$ cat src/hdl/pbw_pkg.sv
// ----------------------------------------------------------------------------
// pbw_pkg
// Types and constants shared by the top-level protobuf field walker.
// ----------------------------------------------------------------------------
`default_nettype none

package pbw_pkg;

    localparam int unsigned VALUE_W = 64;

    // walker phase
    typedef enum logic [5:0] {
        PH_TAG    = 6'b000001,
        PH_VALUE  = 6'b000010,
        PH_LENGTH = 6'b000100,
        PH_SKIP   = 6'b001000,
        PH_PASS   = 6'b010000,
        PH_DONE   = 6'b100000
    } phase_t;

    // wire types
    localparam logic [2:0] WT_VARINT  = 3'd0;
    localparam logic [2:0] WT_FIXED64 = 3'd1;
    localparam logic [2:0] WT_LEN     = 3'd2;
    localparam logic [2:0] WT_FIXED32 = 3'd5;

    // tracked field codes
    localparam logic [2:0] CF_UNKNOWN = 3'd0;
    localparam logic [2:0] CF_VERSION = 3'd1;
    localparam logic [2:0] CF_NAME    = 3'd2;
    localparam logic [2:0] CF_VSTR    = 3'd3;
    localparam logic [2:0] CF_GRAPH   = 3'd7;

    // result kinds
    localparam logic [2:0] KIND_VERSION   = 3'd0;
    localparam logic [2:0] KIND_NAME_BYTE = 3'd1;
    localparam logic [2:0] KIND_VSTR_BYTE = 3'd2;
    localparam logic [2:0] KIND_GRAPH_LEN = 3'd3;
    localparam logic [2:0] KIND_GRAPH_BYTE = 3'd4;
    localparam logic [2:0] KIND_END       = 3'd5;

    localparam logic [3:0]         VARINT_MAX_BYTES = 4'd10;
    localparam logic [VALUE_W-1:0] LEN_FIXED64      = 64'd8;
    localparam logic [VALUE_W-1:0] LEN_FIXED32      = 64'd4;

    typedef struct packed {
        logic               valid;
        logic [2:0]         kind;
        logic [VALUE_W-1:0] value;
        logic               last;
        logic               trunc;
    } result_t;

endpackage

`default_nettype wire

$ cat src/hdl/pbw_walker.sv
// ----------------------------------------------------------------------------
// pbw_walker
// Walker state and per-byte decode: tag, varint, skip and pass phases.
// ----------------------------------------------------------------------------
`default_nettype none

module pbw_walker
    import pbw_pkg::*;
(
    input  wire logic       aclk,
    input  wire logic       aresetn,
    input  wire logic       advance,
    input  wire logic       mode,
    input  wire logic [7:0] data_byte,
    output result_t         res
);

    phase_t               phase_reg, phase_next;
    logic [2:0]           field_reg, field_next;
    logic [VALUE_W-1:0]   acc_reg, acc_next;
    logic [3:0]           shift_reg, shift_next;
    logic [VALUE_W-1:0]   rem_reg, rem_next;
    logic                 done_reg, done_next;

    logic [VALUE_W-1:0]   acc_taken;
    logic [3:0]           shift_taken;
    logic [6:0]           shift_amt;
    logic                 varint_end;
    logic [VALUE_W-1:0]   rem_dec;
    logic [4:0]           tag_field;
    logic [2:0]           tag_wt;
    logic [2:0]           pass_kind;

    always_comb begin
        shift_amt   = ({3'b000, shift_reg} << 3) - {3'b000, shift_reg};
        varint_end  = ~data_byte[7];
        if (shift_reg < VARINT_MAX_BYTES) begin
            acc_taken   = acc_reg | ({{(VALUE_W-7){1'b0}}, data_byte[6:0]} << shift_amt);
            shift_taken = shift_reg + 4'd1;
        end else begin
            acc_taken   = acc_reg;
            shift_taken = shift_reg;
        end
        rem_dec   = rem_reg - {{(VALUE_W-1){1'b0}}, 1'b1};
        tag_field = data_byte[7:3];
        tag_wt    = data_byte[2:0];
        case (field_reg)
            CF_NAME: pass_kind = KIND_NAME_BYTE;
            CF_VSTR: pass_kind = KIND_VSTR_BYTE;
            default: pass_kind = KIND_GRAPH_BYTE;
        endcase
    end

    always_comb begin
        phase_next = phase_reg;
        field_next = field_reg;
        acc_next   = acc_reg;
        shift_next = shift_reg;
        rem_next   = rem_reg;
        done_next  = done_reg;
        res        = '0;

        if (mode) begin
            res.valid  = 1'b1;
            res.kind   = KIND_END;
            res.trunc  = ~done_reg && (phase_reg != PH_TAG) && (phase_reg != PH_DONE);
            phase_next = PH_TAG;
            field_next = CF_UNKNOWN;
            acc_next   = '0;
            shift_next = '0;
            rem_next   = '0;
            done_next  = 1'b0;
        end else begin
            unique case (phase_reg)
                PH_TAG: begin
                    if (tag_field == {2'b00, CF_VERSION}) begin
                        if (tag_wt == WT_VARINT) begin
                            phase_next = PH_VALUE;
                            field_next = CF_VERSION;
                            acc_next   = '0;
                            shift_next = '0;
                        end
                    end else if (tag_field == {2'b00, CF_NAME}
                                 || tag_field == {2'b00, CF_VSTR}
                                 || tag_field == {2'b00, CF_GRAPH}) begin
                        if (tag_wt == WT_LEN) begin
                            phase_next = PH_LENGTH;
                            field_next = tag_field[2:0];
                            acc_next   = '0;
                            shift_next = '0;
                        end
                    end else begin
                        case (tag_wt)
                            WT_VARINT: begin
                                phase_next = PH_VALUE;
                                field_next = CF_UNKNOWN;
                                acc_next   = '0;
                                shift_next = '0;
                            end
                            WT_FIXED64: begin
                                phase_next = PH_SKIP;
                                field_next = CF_UNKNOWN;
                                rem_next   = LEN_FIXED64;
                            end
                            WT_LEN: begin
                                phase_next = PH_LENGTH;
                                field_next = CF_UNKNOWN;
                                acc_next   = '0;
                                shift_next = '0;
                            end
                            WT_FIXED32: begin
                                phase_next = PH_SKIP;
                                field_next = CF_UNKNOWN;
                                rem_next   = LEN_FIXED32;
                            end
                            default: ;
                        endcase
                    end
                end
                PH_VALUE: begin
                    acc_next   = acc_taken;
                    shift_next = shift_taken;
                    if (varint_end) begin
                        phase_next = PH_TAG;
                        if (field_reg == CF_VERSION) begin
                            res.valid = 1'b1;
                            res.kind  = KIND_VERSION;
                            res.value = acc_taken;
                        end
                    end
                end
                PH_LENGTH: begin
                    acc_next   = acc_taken;
                    shift_next = shift_taken;
                    if (varint_end) begin
                        rem_next = acc_taken;
                        if (field_reg == CF_GRAPH) begin
                            res.valid = 1'b1;
                            res.kind  = KIND_GRAPH_LEN;
                            res.value = acc_taken;
                            if (acc_taken == '0) begin
                                phase_next = PH_DONE;
                                done_next  = 1'b1;
                            end else begin
                                phase_next = PH_PASS;
                            end
                        end else if (acc_taken == '0) begin
                            phase_next = PH_TAG;
                        end else if (field_reg == CF_UNKNOWN) begin
                            phase_next = PH_SKIP;
                        end else begin
                            phase_next = PH_PASS;
                        end
                    end
                end
                PH_SKIP: begin
                    rem_next = rem_dec;
                    if (rem_dec == '0) begin
                        phase_next = PH_TAG;
                    end
                end
                PH_PASS: begin
                    rem_next  = rem_dec;
                    res.valid = 1'b1;
                    res.kind  = pass_kind;
                    res.value = {{(VALUE_W-8){1'b0}}, data_byte};
                    res.last  = (rem_dec == '0);
                    if (rem_dec == '0) begin
                        if (field_reg == CF_GRAPH) begin
                            phase_next = PH_DONE;
                            done_next  = 1'b1;
                        end else begin
                            phase_next = PH_TAG;
                        end
                    end
                end
                default: ;
            endcase
        end
    end

    always_ff @(posedge aclk) begin
        if (!aresetn) begin
            phase_reg <= PH_TAG;
            field_reg <= CF_UNKNOWN;
            acc_reg   <= '0;
            shift_reg <= '0;
            rem_reg   <= '0;
            done_reg  <= 1'b0;
        end else if (advance) begin
            phase_reg <= phase_next;
            field_reg <= field_next;
            acc_reg   <= acc_next;
            shift_reg <= shift_next;
            rem_reg   <= rem_next;
            done_reg  <= done_next;
        end
    end

endmodule

`default_nettype wire

$ cat src/hdl/protobuf_top_level_field_walker_unit.sv
// output: the result of an accepted request appears in the output register in the next cycle
// throughput: one byte request per cycle while s_ready is high, set by the single walker state register stage
// a new request is taken while the output register is empty or being drained in that cycle
// reset: synchronous active-low aresetn returns the walker to tag search and empties the output
// ----------------------------------------------------------------------------
// protobuf_top_level_field_walker_unit
// Byte-serial protobuf top-level field walker with a registered result channel.
// ----------------------------------------------------------------------------
`default_nettype none

module protobuf_top_level_field_walker_unit
    import pbw_pkg::*;
(
    input  wire logic               aclk,
    input  wire logic               aresetn,
    input  wire logic               s_valid,
    output logic                    s_ready,
    input  wire logic               s_mode,
    input  wire logic [7:0]         s_data_byte,
    output logic                    m_valid,
    input  wire logic               m_ready,
    output logic [2:0]              m_kind,
    output logic [VALUE_W-1:0]      m_value,
    output logic                    m_last_of_field,
    output logic                    m_truncated
);

    result_t step_res;
    result_t out_reg;
    logic    m_valid_reg;
    logic    s_accept;

    assign s_ready  = ~m_valid_reg | m_ready;
    assign s_accept = s_valid & s_ready;

    pbw_walker u_walker (
        .aclk      (aclk),
        .aresetn   (aresetn),
        .advance   (s_accept),
        .mode      (s_mode),
        .data_byte (s_data_byte),
        .res       (step_res)
    );

    always_ff @(posedge aclk) begin
        if (!aresetn) begin
            m_valid_reg <= 1'b0;
        end else if (s_accept) begin
            m_valid_reg <= step_res.valid;
        end else if (m_ready) begin
            m_valid_reg <= 1'b0;
        end
    end

    always_ff @(posedge aclk) begin
        if (s_accept) begin
            out_reg <= step_res;
        end
    end

    assign m_valid         = m_valid_reg;
    assign m_kind          = out_reg.kind;
    assign m_value         = out_reg.value;
    assign m_last_of_field = out_reg.last;
    assign m_truncated     = out_reg.trunc;

    a_reset_empty: assert property (@(posedge aclk) !aresetn |=> !m_valid)
        else $error("output valid after reset");

    a_end_result: assert property (@(posedge aclk) disable iff (!aresetn)
        (s_accept && s_mode) |=> (m_valid && m_kind == KIND_END))
        else $error("end request gave no end result");

    a_last_kind: assert property (@(posedge aclk) disable iff (!aresetn)
        (m_valid && m_last_of_field) |-> (m_kind == KIND_NAME_BYTE
            || m_kind == KIND_VSTR_BYTE || m_kind == KIND_GRAPH_BYTE))
        else $error("last flag on a non-byte result");

    a_trunc_kind: assert property (@(posedge aclk) disable iff (!aresetn)
        (m_valid && m_truncated) |-> (m_kind == KIND_END))
        else $error("truncated flag on a non-end result");

endmodule

`default_nettype wire
$ cat config.mk
export PLATFORM = sky130hd
export DESIGN_NAME = protobuf_top_level_field_walker_unit
export DESIGN_NICKNAME = d
export VERILOG_FILES = /design/src/hdl/pbw_pkg.sv /design/src/hdl/pbw_walker.sv /design/src/hdl/protobuf_top_level_field_walker_unit.sv
export SDC_FILE = /design/constraint.sdc
export NUM_CORES = 1
export LEC_CHECK = 0
export ABC_AREA = 1
export BUFFER_PORTS_ARGS = -buffer_cell sky130_fd_sc_hd__buf_4
export CAP_MARGIN = 25
export CORE_UTILIZATION = 43
export DETAILED_ROUTE_END_ITERATION = 8
export SLEW_MARGIN = 20
export SYNTH_ARGS = -nofsm -noshare
export SYNTH_HDL_FRONTEND = slang
export SYNTH_SLANG_ARGS = --single-unit
$ cat constraint.sdc
create_clock -name aclk -period 4.5 [get_ports aclk]
set_input_delay 0.45 -clock aclk [delete_from_list [all_inputs] [get_ports aclk]]
set_output_delay 0.45 -clock aclk [all_outputs]
set_load 0.01 [all_outputs]
## Word-level counts from Yosys, hierarchy flattened

Index checks and enable logic that the tools add are counted.

| storage, ports and cells | value |
|---|---|
| output and inout bits | 71 |
| logic and storage cells | 145 |
| bits in registers | 212 |

| cells by class | value |
|---|---|
| magnitude comparators | 1 |
| reduce and logical (&&, ||, !) cells | 27 |
| equality and inequality tests | 35 |
| shifts and indexed selects | 1 |
| muxes and demuxes | 61 |
| bitwise operators | 6 |
| add/sub/neg operators | 3 |

Operators by type and width:

| kind | number |
|---|---|
| two-way mux 64 bit | 11 |
| two-way mux 68 bit | 4 |
| case mux 64 bit (2 select lines) | 2 |
| case mux 68 bit (3 select lines) | 1 |
| case mux 64 bit (3 select lines) | 1 |
| logical NOT 64 bit | 2 |
| two-way mux 6 bit | 13 |
| OR 64 bit | 1 |
| << shifter 7 x 7 -> 64 bit | 1 |
| subtractor 64 x 1 -> 64 bit (second input constant) | 1 |
| two-way mux 4 bit | 8 |
| case mux 6 bit (5 select lines) | 1 |
| two-way mux 3 bit | 7 |
| case mux 6 bit (3 select lines) | 1 |
| != test 3 x 2 -> 1 bit (second input constant) | 5 |
| != test 3 bit (second input constant) | 5 |
| AND reduction 6 bit | 2 |
| == test 5 x 2 -> 1 bit (second input constant) | 2 |
| != test 5 x 3 -> 1 bit (second input constant) | 2 |
| AND reduction 5 bit | 2 |
| OR reduction 2 bit | 5 |
| == test 3 x 2 -> 1 bit (second input constant) | 3 |
| AND reduction 9 bit | 1 |
| two-way mux 1 bit | 8 |
| 35 further kinds | 45 |

## Depth between registers and ports, before layout

| logic depth | value |
|---|---|
| word-level depth | 10 |
| gate-level depth with buffers | 24 |
| gate-level depth less buffers | 21 |

## Hierarchy

From an unflattened synthesis, not the netlist that was laid out.

| unflattened totals | value |
|---|---|
| cells, all modules | 1,916 |
| area total of the unflattened synthesis | 12,907.4 um^2 |

By module, submodules not included:

| module | area an instance (um^2) | cells each | sequential area each (um^2) | times used |
|---|---|---|---|---|
| pbw_walker | 10,781.6 | 1,840 | 2,842.7 | 1 |
| protobuf_top_level_field_walker_unit | 2,125.8 | 76 | 2,092.0 | 1 |

## Least setup slack after synthesis

OpenSTA, ideal clock, no wires.

| timing | value |
|---|---|
| path kind | input -> register |
| start point | input port m_ready |
| end point | register u_walker.phase_reg[4] |
| slack | 0.956 ns |
| path buffers | 0 |
| library setup time | 0.113 ns |
| arrival time | 3.431 ns |
| stages | 11 |
| cell sequence | inv_1 nand2_1 nand2_1 inv_1 o21ai_0 a2111oi_1 nand2_2 nor2_8 nand2_1 nand2_1 nor2_1 |

| between the ends | value |
|---|---|
| longest elaborated chain between the ends | 3 |

Ends and longest elaborated chain:

| element | RTL line | source |
|---|---|---|
| start, declared | protobuf_top_level_field_walker_unit.sv:21 | `input wire logic m_ready,` |
| OR 1 bit | protobuf_top_level_field_walker_unit.sv:33 | `assign s_ready = ~m_valid_reg \| m_ready;` |
| net s_ready | protobuf_top_level_field_walker_unit.sv:17 | `output logic s_ready,` |
| AND 1 bit | protobuf_top_level_field_walker_unit.sv:34 | `assign s_accept = s_valid & s_ready;` |
| net s_accept | protobuf_top_level_field_walker_unit.sv:31 | `logic s_accept;` |
| AND reduction 9 bit (no line) | n/a |  |
| end signal, assigned | pbw_walker.sv:191 | `phase_reg <= phase_next;` |
| end, declared | pbw_walker.sv:18 | `phase_t phase_reg, phase_next;` |

The timed path passes the listed nets, and every way through them passes these cells.
A chain may end at the register's enable or synchronous reset.

## Final worst setup path

| timing | value |
|---|---|
| start point | register u_walker.shift_reg[0] |
| end point | register u_walker.phase_reg[4] |

| between the ends | value |
|---|---|
| longest elaborated chain between the ends | 10 |
| elaborated cells between the ends (all ways) | 12 |
| classes of those cells | 1 x add/sub; 1 x order compare; 1 x shift; 7 x mux; 1 x bitwise; 1 x reduce/logical |

Ends and longest elaborated chain:

| element | RTL line | source |
|---|---|---|
| start, declared | pbw_walker.sv:21 | `logic [3:0] shift_reg, shift_next;` |
| start signal, assigned | pbw_walker.sv:194 | `shift_reg <= shift_next;` |
| subtractor 7 x 4 -> 7 bit | pbw_walker.sv:35 | `shift_amt = ({3'b000, shift_reg} << 3) - {3'b000, shift_reg};` |
| << shifter 7 x 7 -> 64 bit | pbw_walker.sv:38 | `acc_taken = acc_reg \| ({{(VALUE_W-7){1'b0}}, data_byte[6:0]} << shift_amt);` |
| OR 64 bit | pbw_walker.sv:38 |  |
| two-way mux 64 bit (*) | pbw_walker.sv:37 | `if (shift_reg < VARINT_MAX_BYTES) begin` |
| logical NOT 64 bit (*) | pbw_walker.sv:141, pbw_walker.sv:147 |  |
| two-way mux 6 bit (on tied branches) | pbw_walker.sv:147, pbw_walker.sv:141 |  |
| two-way mux 6 bit (*) | pbw_walker.sv:137 | `if (field_reg == CF_GRAPH) begin` |
| two-way mux 6 bit (*) | pbw_walker.sv:135 | `if (varint_end) begin` |
| case mux 6 bit (5 select lines) (*) | pbw_walker.sv:74 | `unique case (phase_reg)` |
| two-way mux 6 bit (*) | pbw_walker.sv:63 | `if (mode) begin` |

Mark *: on every way between the ends. The rest lies on a longest branch, timed or not. The select of a mux whose other input is x is not followed.

==> impl_metrics.ini <==
[status]
status = finished clean

[synth]
ys.flop_type = dfxtp_1
synth-edff-count = 69
ys_seq_elements = 212
synth.cell_area_um2 = 13200
synth_warnings = 0
synth_cell_types = 50
avgSynthCellArea_um2 = 6.39
async_flop_share = 0
syn-instance-count = 2066
syn_nets = 2084
ys_seq_area_frac = 0.374

[finish]
areaGrowthSynthToFinish_pct = 13.4
drive_above_1_share = 0.0999
finish.net_count = 2131
post-route-util = 0.500
n_fill_cell = 3222
diodes = 0

[setup_path]
endpoint_kind = flip-flop
crit_fanout = 12
reg2regPathDepth = 20
worstPathRequired_ns = 4.98
crit_arrival_ns = 4.03
critPathLaunchType = flip-flop
critical_path_class = flip-flop to flip-flop
reg2reg_to = u_walker.phase_reg[4]$_SDFFE_PN0P_
r2r_start = u_walker.shift_reg[0]$_SDFFE_PN0P_
r2r_slack_ns = 0.96

[clock_tree]
ctsResizeCount = 0
htreeDepth = 1
clock_sinks = 212
cts_made_buffers = 26
cts_hold_buf = 0
cts_tree = built
path_clk_slew_ns = 0.06
clock_path_buffers = 3
cts_setup_buffers = 0
cts_root_buf = clkbuf_16
clock_latency_ns = 0.55

[pwr]
power_frac_clock = 0.351
pwr-share-seq = 0.346
vdd_drop_max_v = 0.000282
p_sw_frac = 0.375
p_switching_uw = 2230
intPower_uw = 3730
pwr-share-comb = 0.303
p_leak_uw = 0.00665
powerDensity_nw_per_um2 = 398

[die]
std_cell_rows = 63
core-area_um2 = 30000
ioPinCount = 84
die_h_um = 177
die-area_um2 = 31400
initial_core_util = 0.441
fp.dieW_um = 177

[sta]
relSlewSlack = 0.375
drv_slew = 0
setup_ws_ns = 0.959
tns_ns = 0
finalSetupViolations = 0
rsz0062_at_grt = no
worst_slew_pin_slew_ns = 0.934
fmax_mhz = 282
final.period_utilization = 0.787
hold_viol_final = 0
finClkSkew_ns = 0.0178
layout_min_cycle_time_ns = 3.54

[detailed_routing]
wl_um = 49500
vias = 13900
drt_iter0_drc = 1496
avgRoutedWirePerCell_um = 19.6
drcViolationCount = 0
viasPerCell = 5.51
drtPass1Iterations = 5
antenna_left = 0

[global_route]
antenna_found_initial = 0
grt_first_pass_wirelength_um = 75200
grt_max_degree = 67
grt_util_all_layers = 0.315
overflow = 0
grt_pass1_vias = 13000

[worst_hold_path]
hold_path_end = m_valid$_SDFFE_PN0P_
holdCritStartpoint = s_valid
hp-class = input pin to flip-flop
whs_path_depth = 3

[place]
gp_congestion = 1.03
portBuffers = 83
dp_slack_ns = 0.989
dpl.hpwl_um = 37700

[job]
maxCapViolations = 0
[through the flow]
stage | instance area [um^2] | instances | power [uW] | hold WS, ns
after floorplan | 13200 | 2066 | 3290 | 0.435
after global placement | 14100 | 2474 | 3850 | 0.448
after detailed placement | 14100 | 2475 | 3860 | 0.453
after CTS | 15000 | 2522 | 5940 | 0.173
after global routing | 15000 | 2522 | 6230 | 0.225
final | 15000 | 2522 | 5960 | 0.186
[logic make-up after synthesis]
logic type / Yosys count / share of synthesized area
flops: 212 / 0.374
fa+ha+maj: 5 / 0.00474
buf+inv: 330 / 0.0980
simple gates: 1243 / 0.391
compound gates: 265 / 0.124
xor+xnor: 11 / 0.00843
[layout by cell type (no fill, tap or decap), drive strengths merged]
master / n
nand2: 652
nor2: 417
inv: 246
dfxtp: 143
nand3: 120
buf: 99
a21oi: 79
edfxtp: 69
o22ai: 62
a22oi: 50
o21ai: 37
clkbuf: 36
nand4: 21
nand3b: 20
o21bai: 12
a211oi: 11
clkinv: 10
nor3: 9
xnor2: 6
ha: 5
xor2: 5
o31ai: 3
clkinvlp: 3
a31oi: 2
bufinv: 2
o221ai: 2
a21boi: 2
or2: 2
o311ai: 1
and2: 1
a2111oi: 1
o2111ai: 1
o211ai: 1
nor3b: 1
o41ai: 1
[cell type report]
cell class	count	area [um^2]	share of cell area
Multi-Input combinational cell	1524	7010	0.468
Sequential cell	212	4930	0.330
Inverter	250	941	0.0628
Timing Repair Buffer	99	756	0.0505
Clock buffer	36	708	0.0473
Tap cell	390	488	0.0326
Clock inverter	11	138	0.00919
[how the worst max path moves through the flow]
stage,startpoint,to,cells after the start,slack [ns]
detailed placement,u_walker.shift_reg[0]$_SDFFE_PN0P_,u_walker.phase_reg[3]$_SDFFE_PN0P_,18,0.99
floorplan,m_ready,u_walker.phase_reg[4]$_SDFFE_PN0P_,11,0.96
global placement,u_walker.shift_reg[0]$_SDFFE_PN0P_,u_walker.phase_reg[5]$_SDFFE_PN0P_,21,1.03
global route,u_walker.shift_reg[0]$_SDFFE_PN0P_,u_walker.phase_reg[3]$_SDFFE_PN0P_,20,0.52
finish,u_walker.shift_reg[0]$_SDFFE_PN0P_,u_walker.phase_reg[4]$_SDFFE_PN0P_,20,0.96
CTS,u_walker.shift_reg[0]$_SDFFE_PN0P_,u_walker.phase_reg[3]$_SDFFE_PN0P_,20,1.0
[Yosys cell counts (13+ instances only)]
cell type	n	area share
buf_2	14	0.0053
nand3_1	119	0.045
a21oi_1	77	0.029
clkbuf_1	51	0.014
nand4_1	20	0.0095
inv_2	23	0.0065
dfxtp_1	143	0.22
edfxtp_1	69	0.16
nand3b_1	20	0.011
o21ai_0	24	0.0091
o21ai_1	13	0.0049
nor2_1	392	0.11
a22oi_1	50	0.028
nand2_1	637	0.18
nand2_2	13	0.0062
o22ai_1	62	0.029
nor2_2	15	0.0071
inv_1	221	0.063
[power by group through the flow]
stage / clock network (uW) / logic [uW] / registers, uW
after floorplan: 0 / 1180 / 2110
after CTS: 2110 / 1770 / 2060
final: 2090 / 1810 / 2060
after detailed placement: 0 / 1760 / 2100
after global placement: 0 / 1750 / 2100
after global routing: 2180 / 1980 / 2070
[critical path, stage by stage (launching register included)]
cell      delay [ns]
dfxtp_1         0.53
inv_2           0.18
ha_1            0.50
clkinv_1        0.29
nand3_1         0.16
nand2_1         0.10
nor2_2          0.17
nand2_1         0.07
nand2_1         0.20
nand2_1         0.11
o21ai_0         0.31
nor2_1          0.07
nand2_1         0.08
nor2_1          0.04
nand2_1         0.09
nor2_1          0.07
nand2_1         0.17
nand3_1         0.11
nand2_1         0.09
nand2_1         0.05
nor2_1          0.08
[routing by layer]
metal,up-vias,part of all wire,track usage,routed length (um)
li1,6715,-,-,-
met1,6557,0.44,0.433,22000
met2,531,0.44,0.493,21800
met3,104,0.080,0.0604,3940
met4,0,0.035,0.106,1740
met5,-,0,0,0
Note: power is estimated with default switching activity, not from simulation.
